### src/hdl/obt_ram.sv
// Generic single write port, single read port RAM with registered read data.
module obt_ram #(
  parameter int WIDTH = 8,
  parameter int DEPTH = 2
) (
  input  logic                     clk,
  input  logic                     we,
  input  logic [$clog2(DEPTH)-1:0] waddr,
  input  logic [WIDTH-1:0]         wdata,
  input  logic                     re,
  input  logic [$clog2(DEPTH)-1:0] raddr,
  output logic [WIDTH-1:0]         rdata
);

  logic [WIDTH-1:0] mem [DEPTH];

  always_ff @(posedge clk) begin
    if (we) begin
      mem[waddr] <= wdata;
    end
    if (re) begin
      rdata <= mem[raddr];
    end
  end

endmodule
### config.mk
export PLATFORM = sky130hd
export DESIGN_NAME = obt_ram
export DESIGN_NICKNAME = d
export VERILOG_FILES = /design/src/hdl/obt_ram.sv
export SDC_FILE = /design/constraint.sdc
export NUM_CORES = 1
export LEC_CHECK = 0
export BUFFER_PORTS_ARGS = -buffer_cell sky130_fd_sc_hd__buf_2
export CAP_MARGIN = 10
export CORE_MARGIN = 2
export CORE_UTILIZATION = 53
export DETAILED_ROUTE_END_ITERATION = 12
export PLACE_DENSITY = 0.75
export SLEW_MARGIN = 20
export SYNTH_ARGS = -nofsm -noshare
export SYNTH_HDL_FRONTEND = slang
export SYNTH_SLANG_ARGS = --single-unit
### constraint.sdc
create_clock -name clk -period 1.73 [get_ports clk]
set_clock_uncertainty 0.05 [all_clocks]
set_input_delay 0.519 -clock clk [delete_from_list [all_inputs] [get_ports clk]]
set_output_delay 0.519 -clock clk [all_outputs]
set_load 0.02 [all_outputs]
==> metrics.txt <==
fraction of layout cells with a size suffix above 1=about 54%; Slew HR=76.2%; cell-internal power=0.816 mW; core area=between 1500 and 2000 µm²; count leader, synth=edfxtp_1; Root Buffer=clkbuf_4; RSZ-0062 raised after global routing=no; Synth Register Bits=24; global-route met2 utilization=17.9%; clock buffer depth=2; fmax=705 MHz; synth unique cells=5; cts hold-fix bufs=0; yosys warns=0; sw power=slightly above 0.2 mW; synthesized area per cell=24.7 µm²; synthesized area=just under 900 µm²; die height=44.4 µm; crit path DAT=850 ps; post-route worst hold slack=341 ps; ANT cells=0; ys async rst share=0%; register area share after synthesis=83.4%; P_leak=0.398 nW; Setup CP Type=flop to output pin; initial cell density of the core=56.7%; drt pass-1 iters=2; crit path max fanout=1; DRC violations left=0; slowest stage delay, CP=380 ps; dominant cells by area after synthesis=edfxtp_1 83%, mux2_4 14%, buf_6 1.3%, and2_1 0.72%, nor2b_1 0.72%; Seq pwr share=68.1%; total number of vias=388; clock power share=between 20% and 30%; Worst-Skew Late Latency=slightly above 300 ps; first-pass GRT wire length=1370 µm; postcts setup bufs=0; post-synthesis cell count=35; Via density=roughly 5.2; CP top delay family=flip-flops; final slew viol count=0; wirelength, routed=909 µm; Hold Crit Start=wdata[6]; row count=14; antenna-violating nets left=0; Yosys top cell by area=edfxtp_1; CP bufs+invs=1; final setup TNS=0 ps; Main synth FF type=edfxtp_1; r2r startpoint=mem[0][0]; combinational share of power=approximately 9.0%; routability cong.=0.657; crit path cell chain=buf_2; NumNets Final=73; top cell type's share of synthesized area=a little over four fifths; total track usage=10.7%; Critical Path RT=about 1200 ps; slowest cell on the critical path=edfxtp_1; TritonCTS buffer count=3; IR drop worst, VDD=621 µV; Die Width=44.4 µm; final hold violations=0; PD cells=1010 nW/µm²; status=complete, no violations; startpoint types=flop; wire per inst=12.1 µm; IO Port Bufs=20; crit end category=output pin; Slew @ Worst Pin=between 300 and 400 ps; period utilisation layout=81.9%; clock slew at reported path FFs=between 100 and 150 ps; post-layout min period=1420 ps; Sw Share=20.0%; largest net degree at the start of global routing=14; Hold Path Class=primary input to flop; top cells by count, synth=24 x edfxtp_1, 8 x mux2_4, 1 x and2_1, 1 x buf_6, 1 x nor2b_1; PostCTS Resize Cnt=0; Ports=21; H-tree depth=1; EDFF count, synth=24; die area=1970 µm²; Starting DRT DRC Count=3; Most Crowded Layer GR=met2; placed cells=slightly above 70; final setup vio count=0; CTS tree=yes; antenna violations before repair=0; number of global-route vias before repair=332; overall power=1.02 mW; non-filler cells, final=75; met3 usage=2.45%; gr ovfl total=0; crit path from=rdata[4]; Max-Cap Viols=0; Area Overhead vs Synth=16.5%; CTS Sinks=24; Syn Nets=48; M1 GR Usage=11.4%
layout make-up:
cell class / instances / area [µm²]
Clock buffer: 3 / 22.5
Clock inverter: 1 / 3.75
Fill cell: 110 / 517
Multi-Input combinational cell: 10 / 133
Sequential cell: 24 / 721
Tap cell: 16 / 20.0
Timing Repair Buffer: 21 / 108
per-layer routing:
| layer | vias up | wire, µm |
|---|---|---|
| met4 | 0 | 30 |
| met1 | 180 | 350 |
| met2 | 21 | 458 |
| met3 | 3 | 69 |
| li1 | 184 | - |
| met5 | - | 0 |
logic make-up (layout without fill, tap and decap cells):
logic type	count (synthesis)	in the layout	synth area share, %
flops	24	24	83.4
mux	8	8	13.9
simple gates	2	2	1.45
buf+inv	1	25	1.30
through the flow:
stage / util [%] / area (µm²) / setup slack [ps]
6_report: 66.1 / 1010 / 312
4_1_cts: 66.1 / 1010 / 291
3_5_place_dp: 64.4 / 981 / 312
5_1_grt: 66.1 / 1010 / 262
2_1_floorplan: - / 865 / 368
3_3_place_gp: 64.4 / 981 / 353
power by group through the flow:
stage	logic [mW]	clock network, mW	registers [mW]
after floorplan	0.0398	0	0.726
after global placement	0.0899	0	0.708
after global routing	0.0985	0.261	0.698
final	0.0916	0.234	0.695
after CTS	0.0935	0.246	0.695
after detailed placement	0.0935	0	0.709
sequential cells by signal, summed over array words and instances (netlist names):
signal  cells
mem        16
rdata       8
final timing paths:
path,end,slack (ps),cells after the start
setup / recovery,rdata[4],310,1
hold / removal,mem[0][6],340,1
setup reg to reg,rdata[0],790,1
hold reg to reg,rdata[2],510,1
cells in the final DEF, fill, tap and decap left out:
cell / n
buf_4: 1
buf_2: 20
mux2_4: 8
edfxtp_1: 24
nor2b_1: 1
and2_1: 1
clkinv_1: 1
clkbuf_4: 3
Power figures use the tool's default switching activity.
